File: config.mk
export PLATFORM = sky130hd
export DESIGN_NAME = line_rasterizer_flat
export DESIGN_NICKNAME = d
export VERILOG_FILES = /design/src/rtl/core/lr_pkg.sv /design/src/rtl/core/lr_item_if.sv /design/src/rtl/core/lr_pixel_if.sv /design/src/rtl/core/lr_cfg_if.sv /design/src/rtl/core/lr_front.sv /design/src/rtl/core/lr_queue.sv /design/src/rtl/core/lr_back.sv /design/src/rtl/core/line_rasterizer.sv /design/src/flat_wrapper.sv
export SDC_FILE = /design/constraint.sdc
export NUM_CORES = 2
export LEC_CHECK = 0
export ABC_AREA = 0
export BUFFER_PORTS_ARGS = -buffer_cell sky130_fd_sc_hd__buf_2
export CAP_MARGIN = 20
export CORE_MARGIN = 5
export CORE_UTILIZATION = 35
export DETAILED_ROUTE_END_ITERATION = 8
export PLACE_DENSITY = 0.62
export SKIP_CTS_REPAIR_TIMING = 1
export SYNTH_ARGS = -nofsm -noshare
export SYNTH_HDL_FRONTEND = slang
export SYNTH_SLANG_ARGS = --single-unit
File: constraint.sdc
create_clock -name clk -period 7.27 [get_ports clk]
set_input_delay 0.3635 -clock clk [delete_from_list [all_inputs] [get_ports clk]]
set_output_delay 0.3635 -clock clk [all_outputs]
set_load 0.01 [all_outputs]
File: src/rtl/core/lr_pkg.sv
// Shared types and constants of the line rasterizer.
`default_nettype none

package lr_pkg;

	// Fixed field widths
	localparam int DIM_W   = 13;
	localparam int PITCH_W = 14;
	localparam int ADDR_W  = 32;
	localparam int COLOR_W = 32;

	// Depth of the command queue between front and back
	localparam int QUEUE_DEPTH = 4;

	// Item actions
	localparam logic ACT_START = 1'b0;
	localparam logic ACT_TICK  = 1'b1;

	// Configuration register indexes
	typedef enum logic [1:0] {
		CFG_SCREEN_WIDTH  = 2'd0,
		CFG_SCREEN_HEIGHT = 2'd1,
		CFG_ROW_PITCH     = 2'd2,
		CFG_FRAME_BASE    = 2'd3
	} cfg_reg_t;

	// Register reset values
	localparam logic [DIM_W-1:0]   SCREEN_WIDTH_RST  = 13'd640;
	localparam logic [DIM_W-1:0]   SCREEN_HEIGHT_RST = 13'd480;
	localparam logic [PITCH_W-1:0] ROW_PITCH_RST     = 14'd640;
	localparam logic [ADDR_W-1:0]  FRAME_BASE_RST    = 32'd0;

	// Frame-buffer geometry seen by the back end
	typedef struct packed {
		logic [DIM_W-1:0]   screen_width;
		logic [DIM_W-1:0]   screen_height;
		logic [PITCH_W-1:0] row_pitch_words;
		logic [ADDR_W-1:0]  frame_base;
	} cfg_t;

endpackage

`default_nettype wire

File: src/rtl/core/lr_item_if.sv
// Input item channel: start or tick commands with end points and color.
`default_nettype none

interface lr_item_if #(
	parameter int COORD_BITS = 13
);
	logic                         valid;
	logic                         ready;
	logic                         action;
	logic signed [COORD_BITS-1:0] start_x;
	logic signed [COORD_BITS-1:0] start_y;
	logic signed [COORD_BITS-1:0] end_x;
	logic signed [COORD_BITS-1:0] end_y;
	logic [lr_pkg::COLOR_W-1:0]   pixel_color;

	modport source (
		output valid, action, start_x, start_y, end_x, end_y, pixel_color,
		input  ready
	);
	modport sink (
		input  valid, action, start_x, start_y, end_x, end_y, pixel_color,
		output ready
	);
endinterface

`default_nettype wire

File: src/rtl/core/lr_pixel_if.sv
// Output pixel channel: coordinates, word address, color and flags.
`default_nettype none

interface lr_pixel_if #(
	parameter int COORD_BITS = 13
);
	logic                         valid;
	logic                         ready;
	logic signed [COORD_BITS-1:0] pixel_x;
	logic signed [COORD_BITS-1:0] pixel_y;
	logic [lr_pkg::ADDR_W-1:0]    word_address;
	logic [lr_pkg::COLOR_W-1:0]   write_color;
	logic                         visible;
	logic                         last;

	modport source (
		output valid, pixel_x, pixel_y, word_address, write_color, visible, last,
		input  ready
	);
	modport sink (
		input  valid, pixel_x, pixel_y, word_address, write_color, visible, last,
		output ready
	);
endinterface

`default_nettype wire

File: src/rtl/core/lr_cfg_if.sv
// Configuration write channel: register index and write data.
`default_nettype none

interface lr_cfg_if;
	logic                      valid;
	logic                      ready;
	lr_pkg::cfg_reg_t          index;
	logic [lr_pkg::ADDR_W-1:0] data;

	modport source (
		output valid, index, data,
		input  ready
	);
	modport sink (
		input  valid, index, data,
		output ready
	);
endinterface

`default_nettype wire

File: src/rtl/core/lr_front.sv
// Front end: accepts items and works out line setup (direction, axis lengths).
`default_nettype none

module lr_front #(
	parameter int COORD_BITS = 13
) (
	input  wire logic                         clk,
	input  wire logic                         arst_n,
	lr_item_if.sink                           item,
	output logic                              ent_valid,
	input  wire logic                         ent_ready,
	output logic                              ent_action,
	output logic [COORD_BITS-1:0]             ent_x,
	output logic [COORD_BITS-1:0]             ent_y,
	output logic [COORD_BITS:0]               ent_major,
	output logic [COORD_BITS:0]               ent_minor,
	output logic                              ent_x_neg,
	output logic                              ent_y_neg,
	output logic                              ent_x_major,
	output logic [lr_pkg::COLOR_W-1:0]        ent_color
);

	logic signed [COORD_BITS:0] dx, dy;
	logic [COORD_BITS:0]        adx, ady;
	logic                       load;

	logic                       valid_s1;
	logic                       action_s1;
	logic [COORD_BITS-1:0]      x_s1, y_s1;
	logic [COORD_BITS:0]        lx_s1, ly_s1;
	logic                       xneg_s1, yneg_s1;
	logic [lr_pkg::COLOR_W-1:0] color_s1;

	// Deltas in one extra bit, magnitudes plus one
	always_comb begin
		dx  = $signed({item.end_x[COORD_BITS-1], item.end_x})
			- $signed({item.start_x[COORD_BITS-1], item.start_x});
		dy  = $signed({item.end_y[COORD_BITS-1], item.end_y})
			- $signed({item.start_y[COORD_BITS-1], item.start_y});
		adx = dx[COORD_BITS] ? (COORD_BITS+1)'(0) - dx : dx;
		ady = dy[COORD_BITS] ? (COORD_BITS+1)'(0) - dy : dy;
	end

	assign item.ready = !valid_s1 || ent_ready;
	assign load       = item.valid && item.ready;

	// Stage control
	always_ff @(posedge clk or negedge arst_n) begin
		if (!arst_n) begin
			valid_s1 <= 1'b0;
		end else if (load) begin
			valid_s1 <= 1'b1;
		end else if (ent_ready) begin
			valid_s1 <= 1'b0;
		end
	end

	// Stage payload
	always_ff @(posedge clk) begin
		if (load) begin
			action_s1 <= item.action;
			x_s1      <= item.start_x;
			y_s1      <= item.start_y;
			lx_s1     <= adx + (COORD_BITS+1)'(1);
			ly_s1     <= ady + (COORD_BITS+1)'(1);
			xneg_s1   <= dx[COORD_BITS];
			yneg_s1   <= dy[COORD_BITS];
			color_s1  <= item.pixel_color;
		end
	end

	// Axis selection toward the queue
	always_comb begin
		ent_valid   = valid_s1;
		ent_action  = action_s1;
		ent_x       = x_s1;
		ent_y       = y_s1;
		ent_x_major = lx_s1 >= ly_s1;
		ent_major   = ent_x_major ? lx_s1 : ly_s1;
		ent_minor   = ent_x_major ? ly_s1 : lx_s1;
		ent_x_neg   = xneg_s1;
		ent_y_neg   = yneg_s1;
		ent_color   = color_s1;
	end

endmodule

`default_nettype wire

File: src/rtl/core/lr_queue.sv
// Small FIFO between the front and back ends.
`default_nettype none

module lr_queue #(
	parameter int WIDTH = 90
) (
	input  wire logic             clk,
	input  wire logic             arst_n,
	input  wire logic             push,
	input  wire logic [WIDTH-1:0] wr_data,
	output logic                  full,
	input  wire logic             pop,
	output logic [WIDTH-1:0]      rd_data,
	output logic                  not_empty
);

	localparam int DEPTH = lr_pkg::QUEUE_DEPTH;
	localparam int PTR_W = $clog2(DEPTH);
	localparam int CNT_W = $clog2(DEPTH + 1);

	logic [WIDTH-1:0] mem_q [DEPTH];
	logic [PTR_W-1:0] wr_ptr_q, rd_ptr_q;
	logic [CNT_W-1:0] count_q;
	logic             do_push, do_pop;

	assign full      = count_q == CNT_W'(DEPTH);
	assign not_empty = count_q != '0;
	assign do_push   = push && !full;
	assign do_pop    = pop && not_empty;
	assign rd_data   = mem_q[rd_ptr_q];

	// Pointers and fill count
	always_ff @(posedge clk or negedge arst_n) begin
		if (!arst_n) begin
			wr_ptr_q <= '0;
			rd_ptr_q <= '0;
			count_q  <= '0;
		end else begin
			if (do_push) begin
				wr_ptr_q <= (wr_ptr_q == PTR_W'(DEPTH - 1)) ? '0 : wr_ptr_q + 1'b1;
			end
			if (do_pop) begin
				rd_ptr_q <= (rd_ptr_q == PTR_W'(DEPTH - 1)) ? '0 : rd_ptr_q + 1'b1;
			end
			if (do_push && !do_pop) begin
				count_q <= count_q + 1'b1;
			end else if (do_pop && !do_push) begin
				count_q <= count_q - 1'b1;
			end
		end
	end

	// Storage
	always_ff @(posedge clk) begin
		if (do_push) begin
			mem_q[wr_ptr_q] <= wr_data;
		end
	end

endmodule

`default_nettype wire

File: src/rtl/core/lr_back.sv
// Back end: line walker, address multiply and address add stages.
`default_nettype none

module lr_back #(
	parameter int COORD_BITS = 13
) (
	input  wire logic                         clk,
	input  wire logic                         arst_n,
	input  wire lr_pkg::cfg_t                 cfg,
	input  wire logic                         ent_valid,
	output logic                              ent_pop,
	input  wire logic                         ent_action,
	input  wire logic [COORD_BITS-1:0]        ent_x,
	input  wire logic [COORD_BITS-1:0]        ent_y,
	input  wire logic [COORD_BITS:0]          ent_major,
	input  wire logic [COORD_BITS:0]          ent_minor,
	input  wire logic                         ent_x_neg,
	input  wire logic                         ent_y_neg,
	input  wire logic                         ent_x_major,
	input  wire logic [lr_pkg::COLOR_W-1:0]   ent_color,
	lr_pixel_if.source                        pixel
);

	localparam int C      = COORD_BITS;
	localparam int CMP_W  = ((C > lr_pkg::DIM_W) ? C : lr_pkg::DIM_W) + 1;
	localparam int PROD_W = C + lr_pkg::PITCH_W + 1;
	localparam int AW     = lr_pkg::ADDR_W;

	// Line state
	logic                       active_q;
	logic [C-1:0]               cur_x_q, cur_y_q;
	logic [C:0]                 err_q, left_q, major_q, minor_q;
	logic                       xneg_q, yneg_q, xmaj_q;
	logic [lr_pkg::COLOR_W-1:0] color_q;

	// Pipeline stages
	logic                       valid_s1, valid_s2, valid_s3;
	logic [C-1:0]               x_s1, y_s1, x_s2;
	logic [C-1:0]               y_s2;
	logic [lr_pkg::COLOR_W-1:0] color_s1, color_s2;
	logic                       last_s1, last_s2;
	logic                       vis_s2;
	logic [AW-1:0]              prod_s2;

	logic                       advance, is_start, emit;
	logic [C+1:0]               acc, acc_next;
	logic                       minor_step, fin;
	logic [C-1:0]               x_step, y_step;
	logic signed [PROD_W-1:0]   prod_full;
	logic                       vis;

	assign advance  = !valid_s3 || pixel.ready;
	assign ent_pop  = advance && ent_valid;
	assign is_start = ent_pop && (ent_action == lr_pkg::ACT_START);
	assign emit     = ent_pop && (ent_action == lr_pkg::ACT_TICK) && active_q;

	// Error accumulator and next position
	always_comb begin
		acc        = {1'b0, err_q} + {1'b0, minor_q};
		minor_step = acc >= {1'b0, major_q};
		acc_next   = minor_step ? acc - {1'b0, major_q} : acc;
		fin        = left_q <= (C+1)'(1);
		x_step     = xneg_q ? cur_x_q - 1'b1 : cur_x_q + 1'b1;
		y_step     = yneg_q ? cur_y_q - 1'b1 : cur_y_q + 1'b1;
	end

	// Line state registers
	always_ff @(posedge clk or negedge arst_n) begin
		if (!arst_n) begin
			active_q <= 1'b0;
			cur_x_q  <= '0;
			cur_y_q  <= '0;
			err_q    <= '0;
			left_q   <= '0;
			major_q  <= '0;
			minor_q  <= '0;
			xneg_q   <= 1'b0;
			yneg_q   <= 1'b0;
			xmaj_q   <= 1'b1;
			color_q  <= '0;
		end else if (is_start) begin
			active_q <= 1'b1;
			cur_x_q  <= ent_x;
			cur_y_q  <= ent_y;
			err_q    <= '0;
			left_q   <= ent_major;
			major_q  <= ent_major;
			minor_q  <= ent_minor;
			xneg_q   <= ent_x_neg;
			yneg_q   <= ent_y_neg;
			xmaj_q   <= ent_x_major;
			color_q  <= ent_color;
		end else if (emit) begin
			err_q  <= acc_next[C:0];
			left_q <= fin ? '0 : left_q - 1'b1;
			if (fin) begin
				active_q <= 1'b0;
			end
			if (xmaj_q) begin
				cur_x_q <= x_step;
				if (minor_step) begin
					cur_y_q <= y_step;
				end
			end else begin
				cur_y_q <= y_step;
				if (minor_step) begin
					cur_x_q <= x_step;
				end
			end
		end
	end

	// Clip test and row offset
	always_comb begin
		vis = !x_s1[C-1] && !y_s1[C-1]
			&& (CMP_W'(x_s1) < CMP_W'(cfg.screen_width))
			&& (CMP_W'(y_s1) < CMP_W'(cfg.screen_height));
		prod_full = $signed(y_s1) * $signed({1'b0, cfg.row_pitch_words});
	end

	// Stage valids
	always_ff @(posedge clk or negedge arst_n) begin
		if (!arst_n) begin
			valid_s1 <= 1'b0;
			valid_s2 <= 1'b0;
			valid_s3 <= 1'b0;
		end else if (advance) begin
			valid_s1 <= emit;
			valid_s2 <= valid_s1;
			valid_s3 <= valid_s2;
		end
	end

	// Stage payloads
	always_ff @(posedge clk) begin
		if (advance) begin
			x_s1     <= cur_x_q;
			y_s1     <= cur_y_q;
			color_s1 <= color_q;
			last_s1  <= fin;

			x_s2     <= x_s1;
			y_s2     <= y_s1;
			color_s2 <= color_s1;
			last_s2  <= last_s1;
			vis_s2   <= vis;
			prod_s2  <= {{(AW-PROD_W){prod_full[PROD_W-1]}}, prod_full};

			pixel.pixel_x      <= x_s2;
			pixel.pixel_y      <= y_s2;
			pixel.word_address <= cfg.frame_base + prod_s2
				+ {{(AW-C){x_s2[C-1]}}, x_s2};
			pixel.write_color  <= color_s2;
			pixel.visible      <= vis_s2;
			pixel.last         <= last_s2;
		end
	end

	assign pixel.valid = valid_s3;

endmodule

`default_nettype wire

File: src/rtl/core/line_rasterizer.sv
// Line rasterizer top level: configuration registers, front end, queue, back end.
//
// Channels: item (sink) takes start and tick commands, pixel (source) gives one
// pixel per tick of a line in progress, cfg (sink) writes the geometry
// registers screen_width, screen_height, row_pitch_words and frame_base.
// A start loads the end points and color and abandons any line in progress;
// it produces no pixel. A tick with no line in progress is dropped.
// Path: an accepted tick passes the front setup stage, queue, line walker,
// address multiply and address add, each registered, in that order.
// Throughput: one item per cycle, set by the line walker step, when pixel is not stalled.
// The front stage and a 4-entry queue keep item.ready high while the pixel
// side stalls, until the queue fills. While a pixel waits with pixel.ready
// low the back end holds its pipeline and output; no pixel is lost or repeated.
// Configuration writes are taken at any time (cfg.ready is always high) and
// must only happen while the block is idle.
// Reset clears the queue and pipeline, ends any line and loads the registers
// with 640, 480, 640 and 0.
`default_nettype none

module line_rasterizer #(
	parameter int COORD_BITS = 13
) (
	input  wire logic clk,
	input  wire logic arst_n,
	lr_item_if.sink   item,
	lr_pixel_if.source pixel,
	lr_cfg_if.sink    cfg
);

	localparam int C       = COORD_BITS;
	localparam int ENT_W   = 1 + C + C + (C + 1) + (C + 1) + 3 + lr_pkg::COLOR_W;

	lr_pkg::cfg_t               cfg_q;

	logic                       f_valid, f_action, f_x_neg, f_y_neg, f_x_major;
	logic [C-1:0]               f_x, f_y;
	logic [C:0]                 f_major, f_minor;
	logic [lr_pkg::COLOR_W-1:0] f_color;

	logic                       q_full, q_not_empty, q_pop;
	logic [ENT_W-1:0]           q_wr, q_rd;

	logic                       b_action, b_x_neg, b_y_neg, b_x_major;
	logic [C-1:0]               b_x, b_y;
	logic [C:0]                 b_major, b_minor;
	logic [lr_pkg::COLOR_W-1:0] b_color;

	// Configuration registers
	assign cfg.ready = 1'b1;

	always_ff @(posedge clk or negedge arst_n) begin
		if (!arst_n) begin
			cfg_q.screen_width    <= lr_pkg::SCREEN_WIDTH_RST;
			cfg_q.screen_height   <= lr_pkg::SCREEN_HEIGHT_RST;
			cfg_q.row_pitch_words <= lr_pkg::ROW_PITCH_RST;
			cfg_q.frame_base      <= lr_pkg::FRAME_BASE_RST;
		end else if (cfg.valid) begin
			unique case (cfg.index)
				lr_pkg::CFG_SCREEN_WIDTH: begin
					cfg_q.screen_width <= cfg.data[lr_pkg::DIM_W-1:0];
				end
				lr_pkg::CFG_SCREEN_HEIGHT: begin
					cfg_q.screen_height <= cfg.data[lr_pkg::DIM_W-1:0];
				end
				lr_pkg::CFG_ROW_PITCH: begin
					cfg_q.row_pitch_words <= cfg.data[lr_pkg::PITCH_W-1:0];
				end
				lr_pkg::CFG_FRAME_BASE: begin
					cfg_q.frame_base <= cfg.data;
				end
				default: begin
				end
			endcase
		end
	end

	// Front end
	lr_front #(
		.COORD_BITS (COORD_BITS)
	) u_front (
		.clk         (clk),
		.arst_n      (arst_n),
		.item        (item),
		.ent_valid   (f_valid),
		.ent_ready   (!q_full),
		.ent_action  (f_action),
		.ent_x       (f_x),
		.ent_y       (f_y),
		.ent_major   (f_major),
		.ent_minor   (f_minor),
		.ent_x_neg   (f_x_neg),
		.ent_y_neg   (f_y_neg),
		.ent_x_major (f_x_major),
		.ent_color   (f_color)
	);

	// Command queue
	assign q_wr = {f_action, f_x, f_y, f_major, f_minor,
		f_x_neg, f_y_neg, f_x_major, f_color};

	lr_queue #(
		.WIDTH (ENT_W)
	) u_queue (
		.clk       (clk),
		.arst_n    (arst_n),
		.push      (f_valid),
		.wr_data   (q_wr),
		.full      (q_full),
		.pop       (q_pop),
		.rd_data   (q_rd),
		.not_empty (q_not_empty)
	);

	assign {b_action, b_x, b_y, b_major, b_minor,
		b_x_neg, b_y_neg, b_x_major, b_color} = q_rd;

	// Back end
	lr_back #(
		.COORD_BITS (COORD_BITS)
	) u_back (
		.clk         (clk),
		.arst_n      (arst_n),
		.cfg         (cfg_q),
		.ent_valid   (q_not_empty),
		.ent_pop     (q_pop),
		.ent_action  (b_action),
		.ent_x       (b_x),
		.ent_y       (b_y),
		.ent_major   (b_major),
		.ent_minor   (b_minor),
		.ent_x_neg   (b_x_neg),
		.ent_y_neg   (b_y_neg),
		.ent_x_major (b_x_major),
		.ent_color   (b_color),
		.pixel       (pixel)
	);

endmodule

`default_nettype wire
File: src/flat_wrapper.sv
// flat-port wrapper written by rule: the top's interface ports become plain ports
module line_rasterizer_flat 
#(
	parameter int COORD_BITS = 13
)
  (clk, arst_n, item_valid, item_action, item_start_x, item_start_y, item_end_x, item_end_y, item_pixel_color, item_ready, pixel_valid, pixel_pixel_x, pixel_pixel_y, pixel_word_address, pixel_write_color, pixel_visible, pixel_last, pixel_ready, cfg_valid, cfg_index, cfg_data, cfg_ready);
  lr_item_if #(.COORD_BITS(COORD_BITS)) item_i ();
  lr_pixel_if #(.COORD_BITS(COORD_BITS)) pixel_i ();
  lr_cfg_if cfg_i ();
  input  wire logic clk;
  input  wire logic arst_n;
  input wire logic [$bits(item_i.valid)-1:0] item_valid;
  input wire logic [$bits(item_i.action)-1:0] item_action;
  input wire logic [$bits(item_i.start_x)-1:0] item_start_x;
  input wire logic [$bits(item_i.start_y)-1:0] item_start_y;
  input wire logic [$bits(item_i.end_x)-1:0] item_end_x;
  input wire logic [$bits(item_i.end_y)-1:0] item_end_y;
  input wire logic [$bits(item_i.pixel_color)-1:0] item_pixel_color;
  output wire logic [$bits(item_i.ready)-1:0] item_ready;
  output wire logic [$bits(pixel_i.valid)-1:0] pixel_valid;
  output wire logic [$bits(pixel_i.pixel_x)-1:0] pixel_pixel_x;
  output wire logic [$bits(pixel_i.pixel_y)-1:0] pixel_pixel_y;
  output wire logic [$bits(pixel_i.word_address)-1:0] pixel_word_address;
  output wire logic [$bits(pixel_i.write_color)-1:0] pixel_write_color;
  output wire logic [$bits(pixel_i.visible)-1:0] pixel_visible;
  output wire logic [$bits(pixel_i.last)-1:0] pixel_last;
  input wire logic [$bits(pixel_i.ready)-1:0] pixel_ready;
  input wire logic [$bits(cfg_i.valid)-1:0] cfg_valid;
  input wire logic [$bits(cfg_i.index)-1:0] cfg_index;
  input wire logic [$bits(cfg_i.data)-1:0] cfg_data;
  output wire logic [$bits(cfg_i.ready)-1:0] cfg_ready;
  assign item_i.valid = item_valid;
  assign item_i.action = item_action;
  assign item_i.start_x = item_start_x;
  assign item_i.start_y = item_start_y;
  assign item_i.end_x = item_end_x;
  assign item_i.end_y = item_end_y;
  assign item_i.pixel_color = item_pixel_color;
  assign item_ready = item_i.ready;
  assign pixel_valid = pixel_i.valid;
  assign pixel_pixel_x = pixel_i.pixel_x;
  assign pixel_pixel_y = pixel_i.pixel_y;
  assign pixel_word_address = pixel_i.word_address;
  assign pixel_write_color = pixel_i.write_color;
  assign pixel_visible = pixel_i.visible;
  assign pixel_last = pixel_i.last;
  assign pixel_i.ready = pixel_ready;
  assign cfg_i.valid = cfg_valid;
  assign cfg_i.index = cfg_index;
  assign cfg_i.data = cfg_data;
  assign cfg_ready = cfg_i.ready;
  line_rasterizer #(.COORD_BITS(COORD_BITS)) u_core (.clk(clk), .arst_n(arst_n), .item(item_i), .pixel(pixel_i), .cfg(cfg_i));
endmodule
==> results.toml <==
[place]
gp_routability_congestion = 0.839
port_buffers = 217
dp_hpwl_mm = 66.7
dp_cells = 5085
placed_cell_area_sq_um = 48000

[sta]
slew_headroom_pct = 26.5
period_share_pct = 90.1
finalClockSkew_ns = 0.0261
report.final.slew_viol_count = 0
post-route-min-period_ns = 6.55
clock.fmax_mhz = 153
setup_viol = 0
worst_pin_slew_ns = 1.10
hold_viol = 1
fin_tns_setup_ns = 0
hold_slack_ns = -0.0119
rsz0062_at_grt = "no"

[synthesis]
ys.flop_type = "edfxtp_1"
yosys-top-cells-area = "edfxtp_1 46%, dfrtp_1 11%, fa_1 7.6%, ha_1 7.1%, mux4_2 4.5%"
synthCells = 3272
synth_top_area_share_pct = 46.0
synth_area_sq_um = 44900
syn_avg_cell_area_sq_um = 13.7
ys_seq_area_share_pct = 57.3
synth_top_area_cell = "edfxtp_1"
ys_ff_latch = 889
syn_nets = 3823
synth-edff-count = 688
async_reset_ff_share_pct = 22.6
yosysUniqueCellTypes = 86
yosys_warnings = 0

[grt]
grt_overflow = 0
grt_max_degree = 124
grt.total_usage_pct = 14.5
antenna_found_initial = 7
grt_pass1_vias = 27021
grt_pass1_wl_mm = 155

[floorplan]
row_count = 131
dieArea_sq_um = 135000
ios = 219
dieWidth_um = 368
initial_core_util_pct = 35.2
dieHeight_um = 368
core_area_sq_um = 128000

[route]
initialDrtViolationCount = 1662
post-route-drc-count = 0
drt-total-wl_mm = 98.1
wl_per_cell_um = 18.3
drt-pass1-iter-count = 7
viasPerCell = 4.90
ant_nets = 0
num_vias = 26233

[worst_setup_path]
r2r_cells = 21
worstSetupEndpointType = "register"
worstPathRequired_ns = 7.68
rrSetupSlack_ns = 0.72
cp_max_fo = 16
cp_data_arrival_time_ns = 6.96
critPathKind = "reg2reg"
critPathLaunchType = "register"

[clock_tree]
cts_num_sinks = 889
ctsLongestPathBuffers = 3
numCtsBuffers = 98
clk_latency_ns = 0.69
htreeDepth = 3
clockRootBuffer = "clkbuf_16"
clkTransAtPathRegs_ns = 0.06
cts_tree = "yes"

[layout]
final_util_pct = 40.8
finalNonFillerCells = 5355
final_common_cell = "edfxtp_1"
fin_area_sq_um = 52000
layout-drive-gt1-share_pct = 16.9
area_growth_pct = 15.9
layout_common_cells = "688 x edfxtp_1, 355 x nand2_1, 265 x inv_1"
nNetsFinal = 4157

[run_status]
violations = "negative hold slack"
status = "complete, but fails checks"

[worst_hold_path]
min_path_cells = 3
min_path_type = "in2reg"

[job]
maxCapViolations = 0
synth_stat cells (all sizes together), types with 42 or more instances:
library cell,instances
a21oi,137
xnor2,95
mux4,90
dfrtp,192
mux2,93
nor2,108
nand2,356
xor2,52
inv,267
o21ai,116
nor3,42
edfxtp,688
a21o,59
fa,171
ha,256
clkbuf,66
and2,94
final timing paths:
| kind | start | end |
|---|---|---|
| setup reg to reg | u_core.u_back.y_s1[3]$_DFFE_PN_ | u_core.u_back.prod_s2[27]$_DFFE_PN_ |
| hold reg to reg | u_core.u_back.color_s2[5]$_DFFE_PN_ | u_core.u_back.pixel.write_color[5]$_DFFE_PN_ |
| hold / removal | cfg_data[7] | u_core.cfg_q[66]$_DFFE_PN1P_ |
| setup / recovery | u_core.u_back.y_s1[3]$_DFFE_PN_ | u_core.u_back.prod_s2[27]$_DFFE_PN_ |
| min in group asynchronous | arst_n | u_core.cfg_q[29]$_DFFE_PN0P_ |
| max in group asynchronous | arst_n | u_core.u_back.cur_y_q[11]$_DFFE_PN0P_ |
metal layers:
metal,vias to the layer above,global-route usage (%),part of all wire [%]
met1,13104,19.6,45
met4,6,3.89,2.0
met5,-,0,0.031
li1,12493,-,-
met2,504,24.3,48
met3,126,2.69,4.8
critical path, cell delays in order (launching register included):
cell	delay (ns)
edfxtp_1	0.59
and2_1	0.28
fa_1	0.53
inv_1	0.05
fa_1	0.52
inv_1	0.05
fa_1	0.50
inv_1	0.05
fa_1	0.47
inv_1	0.05
fa_1	0.48
ha_1	0.31
ha_1	0.34
o21a_1	0.14
o211ai_1	0.24
a31oi_1	0.21
a211o_1	0.30
a21oi_1	0.30
o21ai_0	0.18
a211oi_1	0.39
a21oi_1	0.14
xnor2_1	0.15
cell families (layout without fill, tap and decap cells):
| family | count (synthesis) | count (layout) | share of synthesized area, % |
|---|---|---|---|
| AOI/OAI and AO/OA | 489 | 489 | 7.02 |
| xor gates and xnor gates | 147 | 147 | 2.89 |
| adders and majority gates | 427 | 427 | 14.8 |
| buffers and inverters | 361 | 779 | 3.03 |
| DFF | 889 | 889 | 57.3 |
| muxes | 185 | 185 | 6.90 |
| other | 1 | 4 | 0.00836 |
| and+or+nand+nor | 773 | 773 | 8.09 |
flip-flops by register name (all words and copies together) (netlist names), 32 cells and up:
| name | count |
|---|---|
| u_core.u_queue.mem_q | 360 |
| u_core.u_back.color_q | 32 |
| u_core.u_back.color_s2 | 32 |
| u_core.u_back.color_s1 | 32 |
| u_core.u_back.pixel.write_color | 32 |
| u_core.cfg_q | 72 |
| u_core.u_front.ent_color | 32 |
| u_core.u_back.pixel.word_address | 32 |
layout make-up:
type                    count  area [sq um]
fillers                 11810         75500
flip-flops and latches    889         25700
multi-input cells        2022         17900
clock buffers             142          2840
repair buffers            326          2160
well taps                1662          2080
inverters                 269          1020
clock inverters            42           337
diodes                      3          7.51
per-stage QoR:
| step | setup slack, ns | hold slack, ns |
|---|---|---|
| after floorplan | 1.27 | 0.0679 |
| after global placement | 0.725 | 0.401 |
| after detailed placement | 0.681 | 0.405 |
| after CTS | 0.656 | -0.316 |
| after global routing | 0.331 | 0.000597 |
| final | 0.719 | -0.0119 |
Power is left out: the tool's default activity adds up to more than one toggle a clock period on the data nets, which glitch-free logic cannot reach.
